`src/hw/rtl/spws_pkg.sv`:
```
`timescale 1ns / 1ps
// ----------------------------------------------------------------------------
// spws_pkg
// Shared types and constants of the servo panel wave sequencer.
// ----------------------------------------------------------------------------
package spws_pkg;

  localparam int SRV_W       = 6;
  localparam int CNT_W       = 12;
  localparam int STEP_W      = 16;
  localparam int TEST_W      = 16;
  localparam int CH_BITS     = 4;
  localparam int QUEUE_DEPTH = 4;
  localparam int QPTR_W      = 2;

  localparam logic [CNT_W-1:0]  COUNT_MAX      = 12'd4095;
  localparam logic [CNT_W-1:0]  DEFAULT_CLOSED = 12'd205;
  localparam logic [CNT_W-1:0]  DEFAULT_OPEN   = 12'd410;
  localparam logic [STEP_W-1:0] DEFAULT_STEP   = 16'd100;

  localparam logic [2:0] OP_TICK      = 3'd0;
  localparam logic [2:0] OP_SET       = 3'd1;
  localparam logic [2:0] OP_CLOSE_ALL = 3'd2;
  localparam logic [2:0] OP_OPEN_ALL  = 3'd3;
  localparam logic [2:0] OP_WAVE      = 3'd4;
  localparam logic [2:0] OP_TEST      = 3'd5;
  localparam logic [2:0] OP_CALIB     = 3'd6;
  localparam logic [2:0] OP_QUERY     = 3'd7;

  localparam logic REG_ENABLED      = 1'b0;
  localparam logic REG_DEFAULT_STEP = 1'b1;

  typedef enum logic [2:0] {
    JOB_WRITE,
    JOB_TEST,
    JOB_WALK,
    JOB_CALIB,
    JOB_QUERY
  } job_kind_t;

  typedef struct packed {
    job_kind_t        kind;
    logic [SRV_W-1:0] servo;
    logic             open_flag;
    logic             in_range;
    logic [CNT_W-1:0] count;
    logic [CNT_W-1:0] closed_in;
    logic [CNT_W-1:0] open_in;
    logic             wave_busy;
  } job_t;

endpackage

```
`src/hw/rtl/servo_panel_wave_sequencer_top.sv`:
```
`timescale 1ns / 1ps
// ----------------------------------------------------------------------------
// servo_panel_wave_sequencer_top
// Servo panel wave sequencer: commands in, servo writes and query replies out.
// ----------------------------------------------------------------------------
// The front end takes one command per cycle while its four-entry job queue has
// room; ticks that do not step a wave, wave starts and dropped commands are
// absorbed there in that cycle. The write engine emits one result per cycle
// when the output is taken: set, test, wave step and query give one result,
// calibration gives no result, and open all or close all give one servo write
// per servo, so the walk through the table sets the rate for those commands.
// Results pass through the job queue and the registered result stage.
module servo_panel_wave_sequencer_top #(
  parameter int SERVO_COUNT = 32
) (
  input  logic        clk,
  input  logic        rst_n,
  input  logic        cfg_we,
  input  logic        cfg_addr,
  input  logic [15:0] cfg_wdata,
  input  logic        in_tvalid,
  output logic        in_tready,
  // servo[5:0], open_flag[6], step_ms[22:7], test_count[38:23],
  // closed_in[50:39], open_in[62:51], zero[63]
  input  logic [63:0] in_tdata,
  // opcode[2:0]
  input  logic [2:0]  in_tuser,
  output logic        out_tvalid,
  input  logic        out_tready,
  // board[0], channel[4:1], pwm_count[16:5], closed_out[28:17],
  // open_out[40:29], wave_busy[41], zero[47:42]
  output logic [47:0] out_tdata,
  // is_command[0]
  output logic        out_tuser,
  output logic        out_tlast
);

  spws_pkg::job_t push_job, head_job;
  logic           push, q_full, head_valid, pop, accept;
  logic           o_board, o_busy;
  logic [3:0]     o_channel;
  logic [11:0]    o_pwm, o_closed, o_open;

  assign in_tready = !q_full;
  assign accept    = in_tvalid && in_tready;

  spws_front #(
    .SERVO_COUNT (SERVO_COUNT)
  ) u_front (
    .clk        (clk),
    .rst_n      (rst_n),
    .cfg_we     (cfg_we),
    .cfg_addr   (cfg_addr),
    .cfg_wdata  (cfg_wdata),
    .accept     (accept),
    .opcode     (in_tuser),
    .servo      (in_tdata[5:0]),
    .open_flag  (in_tdata[6]),
    .step_ms    (in_tdata[22:7]),
    .test_count (signed'(in_tdata[38:23])),
    .closed_in  (in_tdata[50:39]),
    .open_in    (in_tdata[62:51]),
    .push       (push),
    .push_job   (push_job)
  );

  spws_queue u_queue (
    .clk        (clk),
    .rst_n      (rst_n),
    .push       (push),
    .push_job   (push_job),
    .full       (q_full),
    .pop        (pop),
    .head_valid (head_valid),
    .head_job   (head_job)
  );

  spws_back #(
    .SERVO_COUNT (SERVO_COUNT)
  ) u_back (
    .clk            (clk),
    .rst_n          (rst_n),
    .head_valid     (head_valid),
    .head_job       (head_job),
    .pop            (pop),
    .out_valid      (out_tvalid),
    .out_ready      (out_tready),
    .out_is_command (out_tuser),
    .out_board      (o_board),
    .out_channel    (o_channel),
    .out_pwm_count  (o_pwm),
    .out_closed     (o_closed),
    .out_open       (o_open),
    .out_wave_busy  (o_busy),
    .out_last       (out_tlast)
  );

  assign out_tdata = {6'd0, o_busy, o_open, o_closed, o_pwm, o_channel, o_board};

endmodule

```
`src/hw/rtl/spws_queue.sv`:
```
`timescale 1ns / 1ps
// ----------------------------------------------------------------------------
// spws_queue
// Short job queue between the command front end and the write engine.
// ----------------------------------------------------------------------------
module spws_queue (
  input  logic          clk,
  input  logic          rst_n,
  input  logic          push,
  input  spws_pkg::job_t push_job,
  output logic          full,
  input  logic          pop,
  output logic          head_valid,
  output spws_pkg::job_t head_job
);

  spws_pkg::job_t                  slot_r [spws_pkg::QUEUE_DEPTH];
  logic [spws_pkg::QPTR_W-1:0]     wr_ptr_r, wr_ptr_nxt;
  logic [spws_pkg::QPTR_W-1:0]     rd_ptr_r, rd_ptr_nxt;
  logic [spws_pkg::QPTR_W:0]       count_r, count_nxt;
  logic                            do_push, do_pop;

  assign full       = (count_r == (spws_pkg::QPTR_W+1)'(spws_pkg::QUEUE_DEPTH));
  assign head_valid = (count_r != '0);
  assign head_job   = slot_r[rd_ptr_r];
  assign do_push    = push && !full;
  assign do_pop     = pop && head_valid;

  always_comb begin
    wr_ptr_nxt = do_push ? wr_ptr_r + 1'b1 : wr_ptr_r;
    rd_ptr_nxt = do_pop ? rd_ptr_r + 1'b1 : rd_ptr_r;
    count_nxt  = count_r;
    if (do_push && !do_pop) begin
      count_nxt = count_r + 1'b1;
    end else if (do_pop && !do_push) begin
      count_nxt = count_r - 1'b1;
    end
  end

  always_ff @(posedge clk) begin
    if (!rst_n) begin
      wr_ptr_r <= '0;
      rd_ptr_r <= '0;
      count_r  <= '0;
    end else begin
      wr_ptr_r <= wr_ptr_nxt;
      rd_ptr_r <= rd_ptr_nxt;
      count_r  <= count_nxt;
    end
  end

  always_ff @(posedge clk) begin
    if (do_push) begin
      slot_r[wr_ptr_r] <= push_job;
    end
  end

  a_no_push_when_full: assert property (@(posedge clk) disable iff (!rst_n)
    full |-> !push)
    else $error("job pushed into full queue");

  a_count_bound: assert property (@(posedge clk) disable iff (!rst_n)
    count_r <= (spws_pkg::QPTR_W+1)'(spws_pkg::QUEUE_DEPTH))
    else $error("queue count out of bounds");

endmodule

```
`src/hw/rtl/spws_front.sv`:
```
`timescale 1ns / 1ps
// ----------------------------------------------------------------------------
// spws_front
// Command front end: config registers, wave timer and command decode into jobs.
// ----------------------------------------------------------------------------
module spws_front #(
  parameter int SERVO_COUNT = 32
) (
  input  logic                          clk,
  input  logic                          rst_n,
  input  logic                          cfg_we,
  input  logic                          cfg_addr,
  input  logic [spws_pkg::STEP_W-1:0]   cfg_wdata,
  input  logic                          accept,
  input  logic [2:0]                    opcode,
  input  logic [spws_pkg::SRV_W-1:0]    servo,
  input  logic                          open_flag,
  input  logic [spws_pkg::STEP_W-1:0]   step_ms,
  input  logic signed [spws_pkg::TEST_W-1:0] test_count,
  input  logic [spws_pkg::CNT_W-1:0]    closed_in,
  input  logic [spws_pkg::CNT_W-1:0]    open_in,
  output logic                          push,
  output spws_pkg::job_t                push_job
);

  localparam int IDX_W = (SERVO_COUNT > 1) ? $clog2(SERVO_COUNT) : 1;
  localparam logic [IDX_W-1:0] LAST_IDX = IDX_W'(SERVO_COUNT - 1);
  localparam logic [spws_pkg::SRV_W:0] SRV_LIMIT = (spws_pkg::SRV_W+1)'(SERVO_COUNT);

  logic                          enabled_r;
  logic [spws_pkg::STEP_W-1:0]   default_step_r;
  logic                          wave_active_r, wave_active_nxt;
  logic [IDX_W-1:0]              wave_index_r, wave_index_nxt;
  logic                          wave_dir_r, wave_dir_nxt;
  logic [spws_pkg::STEP_W-1:0]   wave_interval_r, wave_interval_nxt;
  logic [spws_pkg::STEP_W-1:0]   wave_wait_r, wave_wait_nxt;
  logic [spws_pkg::STEP_W-1:0]   wait_dec;
  logic                          in_range;
  logic                          wave_end;
  logic [spws_pkg::CNT_W-1:0]    test_clamped;

  assign in_range = ({1'b0, servo} < SRV_LIMIT);
  assign wait_dec = (wave_wait_r != '0) ? wave_wait_r - 1'b1 : wave_wait_r;
  assign wave_end = (wave_index_r == LAST_IDX);

  always_comb begin
    if (test_count < 0) begin
      test_clamped = '0;
    end else if (test_count > $signed({4'd0, spws_pkg::COUNT_MAX})) begin
      test_clamped = spws_pkg::COUNT_MAX;
    end else begin
      test_clamped = test_count[spws_pkg::CNT_W-1:0];
    end
  end

  always_comb begin
    wave_active_nxt   = wave_active_r;
    wave_index_nxt    = wave_index_r;
    wave_dir_nxt      = wave_dir_r;
    wave_interval_nxt = wave_interval_r;
    wave_wait_nxt     = wave_wait_r;
    push              = 1'b0;
    push_job.kind      = spws_pkg::JOB_WRITE;
    push_job.servo     = servo;
    push_job.open_flag = open_flag;
    push_job.in_range  = in_range;
    push_job.count     = test_clamped;
    push_job.closed_in = closed_in;
    push_job.open_in   = open_in;
    push_job.wave_busy = wave_active_r;
    if (accept) begin
      case (opcode)
        spws_pkg::OP_TICK: begin
          if (wave_active_r) begin
            wave_wait_nxt = wait_dec;
            if (wait_dec == '0) begin
              wave_wait_nxt      = wave_interval_r;
              wave_index_nxt     = wave_end ? '0 : wave_index_r + 1'b1;
              wave_active_nxt    = !wave_end;
              push               = enabled_r;
              push_job.servo     = spws_pkg::SRV_W'(wave_index_r);
              push_job.open_flag = wave_dir_r;
              push_job.in_range  = 1'b1;
              push_job.wave_busy = !wave_end;
            end
          end
        end
        spws_pkg::OP_SET: begin
          push = enabled_r && in_range;
        end
        spws_pkg::OP_CLOSE_ALL, spws_pkg::OP_OPEN_ALL: begin
          wave_active_nxt    = 1'b0;
          wave_index_nxt     = '0;
          push               = enabled_r;
          push_job.kind      = spws_pkg::JOB_WALK;
          push_job.open_flag = (opcode == spws_pkg::OP_OPEN_ALL);
          push_job.wave_busy = 1'b0;
        end
        spws_pkg::OP_WAVE: begin
          if (enabled_r) begin
            wave_dir_nxt      = open_flag;
            wave_interval_nxt = (step_ms != '0) ? step_ms : default_step_r;
            wave_index_nxt    = '0;
            wave_wait_nxt     = '0;
            wave_active_nxt   = 1'b1;
          end
        end
        spws_pkg::OP_TEST: begin
          push          = enabled_r && in_range;
          push_job.kind = spws_pkg::JOB_TEST;
        end
        spws_pkg::OP_CALIB: begin
          push          = in_range;
          push_job.kind = spws_pkg::JOB_CALIB;
        end
        spws_pkg::OP_QUERY: begin
          push          = 1'b1;
          push_job.kind = spws_pkg::JOB_QUERY;
        end
        default: begin
          push = 1'b0;
        end
      endcase
    end
  end

  always_ff @(posedge clk) begin
    if (!rst_n) begin
      enabled_r       <= 1'b0;
      default_step_r  <= spws_pkg::DEFAULT_STEP;
      wave_active_r   <= 1'b0;
      wave_index_r    <= '0;
      wave_dir_r      <= 1'b0;
      wave_interval_r <= spws_pkg::DEFAULT_STEP;
      wave_wait_r     <= '0;
    end else begin
      if (cfg_we) begin
        case (cfg_addr)
          spws_pkg::REG_ENABLED:      enabled_r      <= cfg_wdata[0];
          spws_pkg::REG_DEFAULT_STEP: default_step_r <= cfg_wdata;
          default:                    enabled_r      <= enabled_r;
        endcase
      end
      wave_active_r   <= wave_active_nxt;
      wave_index_r    <= wave_index_nxt;
      wave_dir_r      <= wave_dir_nxt;
      wave_interval_r <= wave_interval_nxt;
      wave_wait_r     <= wave_wait_nxt;
    end
  end

  a_all_cancels_wave: assert property (@(posedge clk) disable iff (!rst_n)
    accept && (opcode == spws_pkg::OP_CLOSE_ALL || opcode == spws_pkg::OP_OPEN_ALL)
    |=> !wave_active_r)
    else $error("open or close all left wave running");

  a_idle_index_zero: assert property (@(posedge clk) disable iff (!rst_n)
    !wave_active_r |-> (wave_index_r == '0))
    else $error("wave index not cleared while idle");

endmodule

```
`src/hw/rtl/spws_back.sv`:
```
`timescale 1ns / 1ps
// ----------------------------------------------------------------------------
// spws_back
// Write engine: calibration table, servo walk and registered result stage.
// ----------------------------------------------------------------------------
module spws_back #(
  parameter int SERVO_COUNT = 32
) (
  input  logic                        clk,
  input  logic                        rst_n,
  input  logic                        head_valid,
  input  spws_pkg::job_t              head_job,
  output logic                        pop,
  output logic                        out_valid,
  input  logic                        out_ready,
  output logic                        out_is_command,
  output logic                        out_board,
  output logic [spws_pkg::CH_BITS-1:0] out_channel,
  output logic [spws_pkg::CNT_W-1:0]  out_pwm_count,
  output logic [spws_pkg::CNT_W-1:0]  out_closed,
  output logic [spws_pkg::CNT_W-1:0]  out_open,
  output logic                        out_wave_busy,
  output logic                        out_last
);

  localparam int IDX_W = (SERVO_COUNT > 1) ? $clog2(SERVO_COUNT) : 1;
  localparam logic [IDX_W-1:0] LAST_IDX = IDX_W'(SERVO_COUNT - 1);

  logic [spws_pkg::CNT_W-1:0] closed_tab_r [SERVO_COUNT];
  logic [spws_pkg::CNT_W-1:0] open_tab_r   [SERVO_COUNT];

  logic [IDX_W-1:0]           walk_cnt_r, walk_cnt_nxt;
  logic                       out_valid_r;
  logic                       is_command_r, is_command_nxt;
  logic [spws_pkg::SRV_W-1:0] servo_r, servo_nxt;
  logic [spws_pkg::CNT_W-1:0] pwm_r, pwm_nxt;
  logic [spws_pkg::CNT_W-1:0] closed_r, closed_nxt;
  logic [spws_pkg::CNT_W-1:0] open_r, open_nxt;
  logic                       busy_r, busy_nxt;
  logic                       last_r, last_nxt;
  logic                       can_load, load, tab_we;
  logic [IDX_W-1:0]           rd_idx;
  logic                       walk_done;

  assign can_load  = !out_valid_r || out_ready;
  assign walk_done = (walk_cnt_r == LAST_IDX);
  assign rd_idx    = (head_job.kind == spws_pkg::JOB_WALK) ? walk_cnt_r
                                                           : head_job.servo[IDX_W-1:0];

  always_comb begin
    pop            = 1'b0;
    load           = 1'b0;
    tab_we         = 1'b0;
    walk_cnt_nxt   = walk_cnt_r;
    is_command_nxt = 1'b1;
    servo_nxt      = head_job.servo;
    pwm_nxt        = head_job.open_flag ? open_tab_r[rd_idx] : closed_tab_r[rd_idx];
    closed_nxt     = '0;
    open_nxt       = '0;
    busy_nxt       = head_job.wave_busy;
    last_nxt       = 1'b1;
    if (head_valid && can_load) begin
      case (head_job.kind)
        spws_pkg::JOB_WRITE: begin
          load = 1'b1;
          pop  = 1'b1;
        end
        spws_pkg::JOB_TEST: begin
          load    = 1'b1;
          pop     = 1'b1;
          pwm_nxt = head_job.count;
        end
        spws_pkg::JOB_WALK: begin
          load         = 1'b1;
          pop          = walk_done;
          servo_nxt    = spws_pkg::SRV_W'(walk_cnt_r);
          last_nxt     = walk_done;
          walk_cnt_nxt = walk_done ? '0 : walk_cnt_r + 1'b1;
        end
        spws_pkg::JOB_CALIB: begin
          tab_we = 1'b1;
          pop    = 1'b1;
        end
        spws_pkg::JOB_QUERY: begin
          load           = 1'b1;
          pop            = 1'b1;
          is_command_nxt = 1'b0;
          servo_nxt      = '0;
          pwm_nxt        = '0;
          closed_nxt     = head_job.in_range ? closed_tab_r[rd_idx] : '0;
          open_nxt       = head_job.in_range ? open_tab_r[rd_idx] : '0;
        end
        default: begin
          pop = 1'b1;
        end
      endcase
    end
  end

  always_ff @(posedge clk) begin
    if (!rst_n) begin
      walk_cnt_r  <= '0;
      out_valid_r <= 1'b0;
      for (int i = 0; i < SERVO_COUNT; i++) begin
        closed_tab_r[i] <= spws_pkg::DEFAULT_CLOSED;
        open_tab_r[i]   <= spws_pkg::DEFAULT_OPEN;
      end
    end else begin
      walk_cnt_r <= walk_cnt_nxt;
      if (load) begin
        out_valid_r <= 1'b1;
      end else if (out_ready) begin
        out_valid_r <= 1'b0;
      end
      if (tab_we) begin
        closed_tab_r[rd_idx] <= head_job.closed_in;
        open_tab_r[rd_idx]   <= head_job.open_in;
      end
    end
  end

  always_ff @(posedge clk) begin
    if (load) begin
      is_command_r <= is_command_nxt;
      servo_r      <= servo_nxt;
      pwm_r        <= pwm_nxt;
      closed_r     <= closed_nxt;
      open_r       <= open_nxt;
      busy_r       <= busy_nxt;
      last_r       <= last_nxt;
    end
  end

  assign out_valid      = out_valid_r;
  assign out_is_command = is_command_r;
  assign out_board      = servo_r[spws_pkg::CH_BITS];
  assign out_channel    = servo_r[spws_pkg::CH_BITS-1:0];
  assign out_pwm_count  = pwm_r;
  assign out_closed     = closed_r;
  assign out_open       = open_r;
  assign out_wave_busy  = busy_r;
  assign out_last       = last_r;

  a_calib_silent: assert property (@(posedge clk) disable iff (!rst_n)
    head_valid && can_load && head_job.kind == spws_pkg::JOB_CALIB |=> !out_valid_r)
    else $error("calibration produced a result");

  a_walk_cnt_idle: assert property (@(posedge clk) disable iff (!rst_n)
    !(head_valid && head_job.kind == spws_pkg::JOB_WALK) |-> (walk_cnt_r == '0))
    else $error("walk counter left running");

endmodule
```
`config.mk`:
```
export PLATFORM = sky130hd
export DESIGN_NAME = servo_panel_wave_sequencer_top
export DESIGN_NICKNAME = d
export VERILOG_FILES = /design/src/hw/rtl/spws_pkg.sv /design/src/hw/rtl/servo_panel_wave_sequencer_top.sv /design/src/hw/rtl/spws_queue.sv /design/src/hw/rtl/spws_front.sv /design/src/hw/rtl/spws_back.sv
export SDC_FILE = /design/constraint.sdc
export NUM_CORES = 2
export LEC_CHECK = 0
export ABC_CLOCK_PERIOD_IN_PS = 14300
export CAP_MARGIN = 15
export CORE_UTILIZATION = 65
export DETAILED_ROUTE_END_ITERATION = 6
export DONT_BUFFER_PORTS = 1
export PLACE_DENSITY = 0.81
export SYNTH_ARGS = -nofsm -noshare
export SYNTH_HDL_FRONTEND = slang
export SYNTH_SLANG_ARGS = --single-unit
export TNS_END_PERCENT = 50
```
`constraint.sdc`:
```
create_clock -name clk -period 14.3 [get_ports clk]
set_input_delay 2.86 -clock clk [delete_from_list [all_inputs] [get_ports clk]]
set_output_delay 2.86 -clock clk [all_outputs]
set_load 0.02 [all_outputs]
```
==> summary.json <==
{
  "pre_cts_slack": {"value": 7.11, "unit": "ns"},
  "drive_above_1_share": {"value": 11.0, "unit": "%"},
  "detail-route-antenna-nets": {"value": 0},
  "critPathMaxFanout": {"value": 86},
  "gr-usage-all-layers": {"value": 34.6, "unit": "%"},
  "placed_cells_incl_taps": {"value": 4712},
  "p_int": {"value": 5770, "unit": "uW"},
  "cts_root_buffer": {"value": "sky130_fd_sc_hd__clkbuf_16"},
  "timing.critical_path.arrival": {"value": 6.97, "unit": "ns"},
  "cts_repair_resize_count": {"value": 0},
  "run_status": {"value": "finished, violations left"},
  "synth.largest_area_cell": {"value": "sky130_fd_sc_hd__edfxtp_1"},
  "clkSlewWorstSetupHoldPaths": {"value": 0.07, "unit": "ns"},
  "syn-instance-count": {"value": 3990},
  "worst_skew_pair.late_latency": {"value": 0.69, "unit": "ns"},
  "final_estimated_routing_congestion_in_global_placement": {"value": 0.933},
  "power_frac_comb": {"value": 31.5, "unit": "%"},
  "layout.nets": {"value": 3972},
  "via_per_inst": {"value": 6.73},
  "numPortBuffers": {"value": 0},
  "power.static_leakage": {"value": 0.0169, "unit": "uW"},
  "antenna_found_initial": {"value": 8},
  "grt_busiest_layer": {"value": "met2"},
  "synthesized_area_per_cell": {"value": 11.8, "unit": "um^2"},
  "num_io_pins": {"value": 141},
  "path_delay_family": {"value": "simple AND/OR/NAND/NOR gates"},
  "switching_share": {"value": 37.8, "unit": "%"},
  "register_area_share_after_synthesis": {"value": 66.8, "unit": "%"},
  "worst_slew_pin_slew": {"value": 1.27, "unit": "ns"},
  "synth_edf_count": {"value": 1000},
  "grt_use_met1": {"value": 46.2, "unit": "%"},
  "drt_first_iter_violations": {"value": 5348},
  "tritoncts_num_sinks": {"value": 1071},
  "rsz0062_at_grt": {"value": "false"},
  "post-route-period-util": {"value": 46.2, "unit": "%"},
  "finalNonFillerCells": {"value": 4905},
  "wire_per_inst": {"value": 26.1, "unit": "um"},
  "ys_dominant_reg_cell": {"value": "sky130_fd_sc_hd__edfxtp_1"},
  "setup_tns": {"value": 0, "unit": "ns"},
  "gr-total-overflow": {"value": 0},
  "die-area": {"value": 73500, "unit": "um^2"},
  "grt_max_degree": {"value": 181},
  "hpwl_dp": {"value": 76900, "unit": "um"},
  "flip_flop_and_latch_count_after_synthesis": {"value": 1071},
  "synth_area_leaders": {"value": "sky130_fd_sc_hd__edfxtp_1 (64%), sky130_fd_sc_hd__nand2_1 (7.6%), sky130_fd_sc_hd__nor2_1 (4.3%)"},
  "yosysUniqueCellTypes": {"value": 88},
  "area_growth": {"value": 8.02, "unit": "%"},
  "hold_buffers": {"value": 0},
  "max_vdd_drop": {"value": 0.265, "unit": "mV"},
  "setup_viol": {"value": 0},
  "clock_power_share": {"value": 28.4, "unit": "%"},
  "drcViolationCount": {"value": 2},
  "synthArstFlopShare": {"value": 0, "unit": "%"},
  "worst_path_max_delay_cell": {"value": "sky130_fd_sc_hd__or4b_2"},
  "worst_slack": {"value": 7.69, "unit": "ns"},
  "htreeDepth": {"value": 3},
  "path_common_cell": {"value": "sky130_fd_sc_hd__nand2_1"},
  "cts_max_path_buffers": {"value": 3},
  "crit_path_cell_trace": {"value": "inv_1, or4b_2, nor3_2, nand2_1, nand2_1, buf_4"},
  "die_span_y": {"value": 271, "unit": "um"},
  "fmax": {"value": 0.151, "unit": "GHz"},
  "seqCellArea": {"value": 31500, "unit": "um^2"},
  "slew-limit-headroom": {"value": 14.8, "unit": "%"},
  "crit_type": {"value": "input port to flip-flop"},
  "dr_total_vias": {"value": 33000},
  "cell_area_after_synthesis": {"value": 47100, "unit": "um^2"},
  "postCtsSetupRepairBufs": {"value": 0},
  "post-synth-top-area-fraction": {"value": 63.8, "unit": "%"},
  "min_path_type": {"value": "flip-flop to flip-flop"},
  "grt_util_met3": {"value": 8.35, "unit": "%"},
  "worstSetupStartpointType": {"value": "input port"},
  "die_w": {"value": 271, "unit": "um"},
  "net-switching-power": {"value": 3500, "unit": "uW"},
  "drt-pass1-iter-count": {"value": 7},
  "initial_utilization": {"value": 65.8, "unit": "%"},
  "cts-buffers-inserted": {"value": 104},
  "number_of_global_route_vias_before_repair": {"value": 31600},
  "grt_pass1_wl": {"value": 190000, "unit": "um"},
  "design.core.area": {"value": 71600, "unit": "um^2"},
  "num_rows": {"value": 98},
  "pwr_dens": {"value": 182, "unit": "nW/um^2"},
  "cts_tree": {"value": "built"},
  "crit_path_buf_inv_count": {"value": 2},
  "seq_power_share": {"value": 40.1, "unit": "%"},
  "max_stage_delay": {"value": 1.01, "unit": "ns"},
  "grtUsageMet2": {"value": 53.0, "unit": "%"},
  "fin_util": {"value": 71.0, "unit": "%"},
  "violations": {"value": "design-rule violations"},
  "wirelength": {"value": 128000, "unit": "um"},
  "maxCapViolations": {"value": 0},
  "fin_worst_hold_slack": {"value": 0.455, "unit": "ns"},
  "finClkSkew": {"value": 0.0363, "unit": "ns"},
  "crit_required": {"value": 14.65, "unit": "ns"},
  "hold_viol": {"value": 0},
  "multi_input_area": {"value": 14200, "unit": "um^2"},
  "yosys_warnings": {"value": 0},
  "timing.final.max_slew_violations": {"value": 0},
  "n_fill_cell": {"value": 4641},
  "min_period": {"value": 6.61, "unit": "ns"},
  "worstSetupEndpointType": {"value": "flip-flop"}
}
==> cells in the mapped netlist, types with 22 or more instances <==
library cell	instances
sky130_fd_sc_hd__a21oi_1	342
sky130_fd_sc_hd__a221oi_1	80
sky130_fd_sc_hd__a31oi_1	33
sky130_fd_sc_hd__a32oi_1	47
sky130_fd_sc_hd__buf_2	99
sky130_fd_sc_hd__clkbuf_1	159
sky130_fd_sc_hd__dfxtp_1	71
sky130_fd_sc_hd__edfxtp_1	1000
sky130_fd_sc_hd__mux2_2	32
sky130_fd_sc_hd__mux2i_1	79
sky130_fd_sc_hd__mux4_2	23
sky130_fd_sc_hd__nand2_1	949
sky130_fd_sc_hd__nand2_2	22
sky130_fd_sc_hd__nand3_1	57
sky130_fd_sc_hd__nor2_1	538
sky130_fd_sc_hd__nor2b_1	22
sky130_fd_sc_hd__o21ai_0	34
sky130_fd_sc_hd__o21ai_1	29
==> power by group through the flow <==
stage	Sequential (uW)	Clock, uW	Combinational (uW)
after floorplan	3760	0	1860
after global placement	3780	0	2710
after detailed placement	3790	0	2770
after CTS	3720	2630	2800
after global routing	3730	2750	3010
final	3720	2630	2920
==> per-stage QoR <==
step,power [uW],instance area (um^2)
2_1_floorplan,5620,47100
3_3_place_gp,6490,47600
3_5_place_dp,6560,47600
4_1_cts,9150,50800
5_1_grt,9490,50900
6_report,9280,50900
==> worst reg2reg max path: stages (launching register included) <==
cell and delay [ns]:
sky130_fd_sc_hd__dfxtp_4 0.34, sky130_fd_sc_hd__buf_4 0.76, sky130_fd_sc_hd__mux4_2 0.57, sky130_fd_sc_hd__and4bb_2 0.34, sky130_fd_sc_hd__buf_4 0.33, sky130_fd_sc_hd__a21o_4 0.80
sky130_fd_sc_hd__buf_4 0.73, sky130_fd_sc_hd__buf_4 0.61, sky130_fd_sc_hd__a21oi_1 0.12, sky130_fd_sc_hd__a221oi_1 0.76, sky130_fd_sc_hd__a2111oi_0 0.23, sky130_fd_sc_hd__and3_1 0.36
sky130_fd_sc_hd__o221ai_2 0.21
==> area by class of cell <==
cell class	instances	share of cell area, %
Sequential cell	1071	61.8
Multi-Input combinational cell	2591	27.9
Clock buffer	136	5.59
Tap cell	950	2.34
Timing Repair Buffer	87	1.43
Clock inverter	49	0.760
Inverter	17	0.125
Antenna cell	4	0.0197
==> final timing paths <==
path                                                  from                    endpoint  slack (ns)  depth (start not counted)
worst max-delay path                                 rst_n    u_back.open_tab_r[23][4]        7.69                          6
worst min-delay path            u_front.default_step_r[14]  u_front.default_step_r[14]        0.46                          2
worst max register to register                   flip-flop     u_back.out_pwm_count[3]        7.95                         12
worst min register to register  u_front.default_step_r[14]  u_front.default_step_r[14]        0.46                          2
==> logic make-up (layout without fill, tap and decap cells) <==
group                    after synthesis  after routing  synth area share (%)
AND/OR/NAND/NOR                     1745           1745                  16.0
flip-flops                          1071           1071                  66.8
AO/OA/AOI/OAI                        682            682                  9.55
buffers and inverters                333            289                  3.45
multiplexers                         139            139                  3.75
adder cells (fa/ha/maj)               12             12                 0.329
XOR/XNOR                               7              7                 0.130
other                                  1             10               0.00796
==> layer usage <==
layer	wire length [um]	share of wire, %
met5	54	0.042
met4	7280	5.7
met3	18300	14
met2	58900	46
met1	43800	34
==> flip-flops by register name (all words and copies together), names as in the netlist, 2 cells and up, named ones only <==
register / cells
u_back.open_tab_r: 384
u_front.wave_index_r: 5
u_back.servo_r: 5
u_queue.wr_ptr_r: 2
u_front.wave_wait_r: 16
u_back.closed_tab_r: 384
u_queue.rd_ptr_r: 2
u_queue.slot_r: 188
u_back.out_closed: 12
u_back.out_open: 12
u_back.walk_cnt_r: 5
u_queue.count_r: 3
u_back.out_pwm_count: 12
u_front.wave_interval_r: 16
u_front.default_step_r: 16
==> layout by cell type, fill, tap and decap left out, types with 11 or more instances in the layout <==
cell	n
sky130_fd_sc_hd__a221oi_2	18
sky130_fd_sc_hd__and3_1	18
sky130_fd_sc_hd__clkbuf_16	106
sky130_fd_sc_hd__inv_1	17
sky130_fd_sc_hd__nand3_1	57
sky130_fd_sc_hd__a21oi_1	342
sky130_fd_sc_hd__nand2_1	949
sky130_fd_sc_hd__dfxtp_1	69
sky130_fd_sc_hd__nor2_2	14
sky130_fd_sc_hd__a211oi_1	16
sky130_fd_sc_hd__a31oi_1	33
sky130_fd_sc_hd__edfxtp_1	1000
sky130_fd_sc_hd__a2111oi_0	11
sky130_fd_sc_hd__a22oi_1	15
sky130_fd_sc_hd__nor2_8	16
sky130_fd_sc_hd__mux2_2	32
sky130_fd_sc_hd__nor2_1	538
sky130_fd_sc_hd__nor2b_1	22
sky130_fd_sc_hd__clkbuf_1	22
sky130_fd_sc_hd__a221oi_1	80
sky130_fd_sc_hd__o21ai_2	20
sky130_fd_sc_hd__o21ai_0	34
sky130_fd_sc_hd__mux2i_1	79
sky130_fd_sc_hd__buf_4	80
sky130_fd_sc_hd__nand2_2	22
sky130_fd_sc_hd__a32oi_1	47
sky130_fd_sc_hd__mux4_2	23
sky130_fd_sc_hd__nor4_1	16
sky130_fd_sc_hd__clkinv_1	25
(Power assumes the default switching activity.)
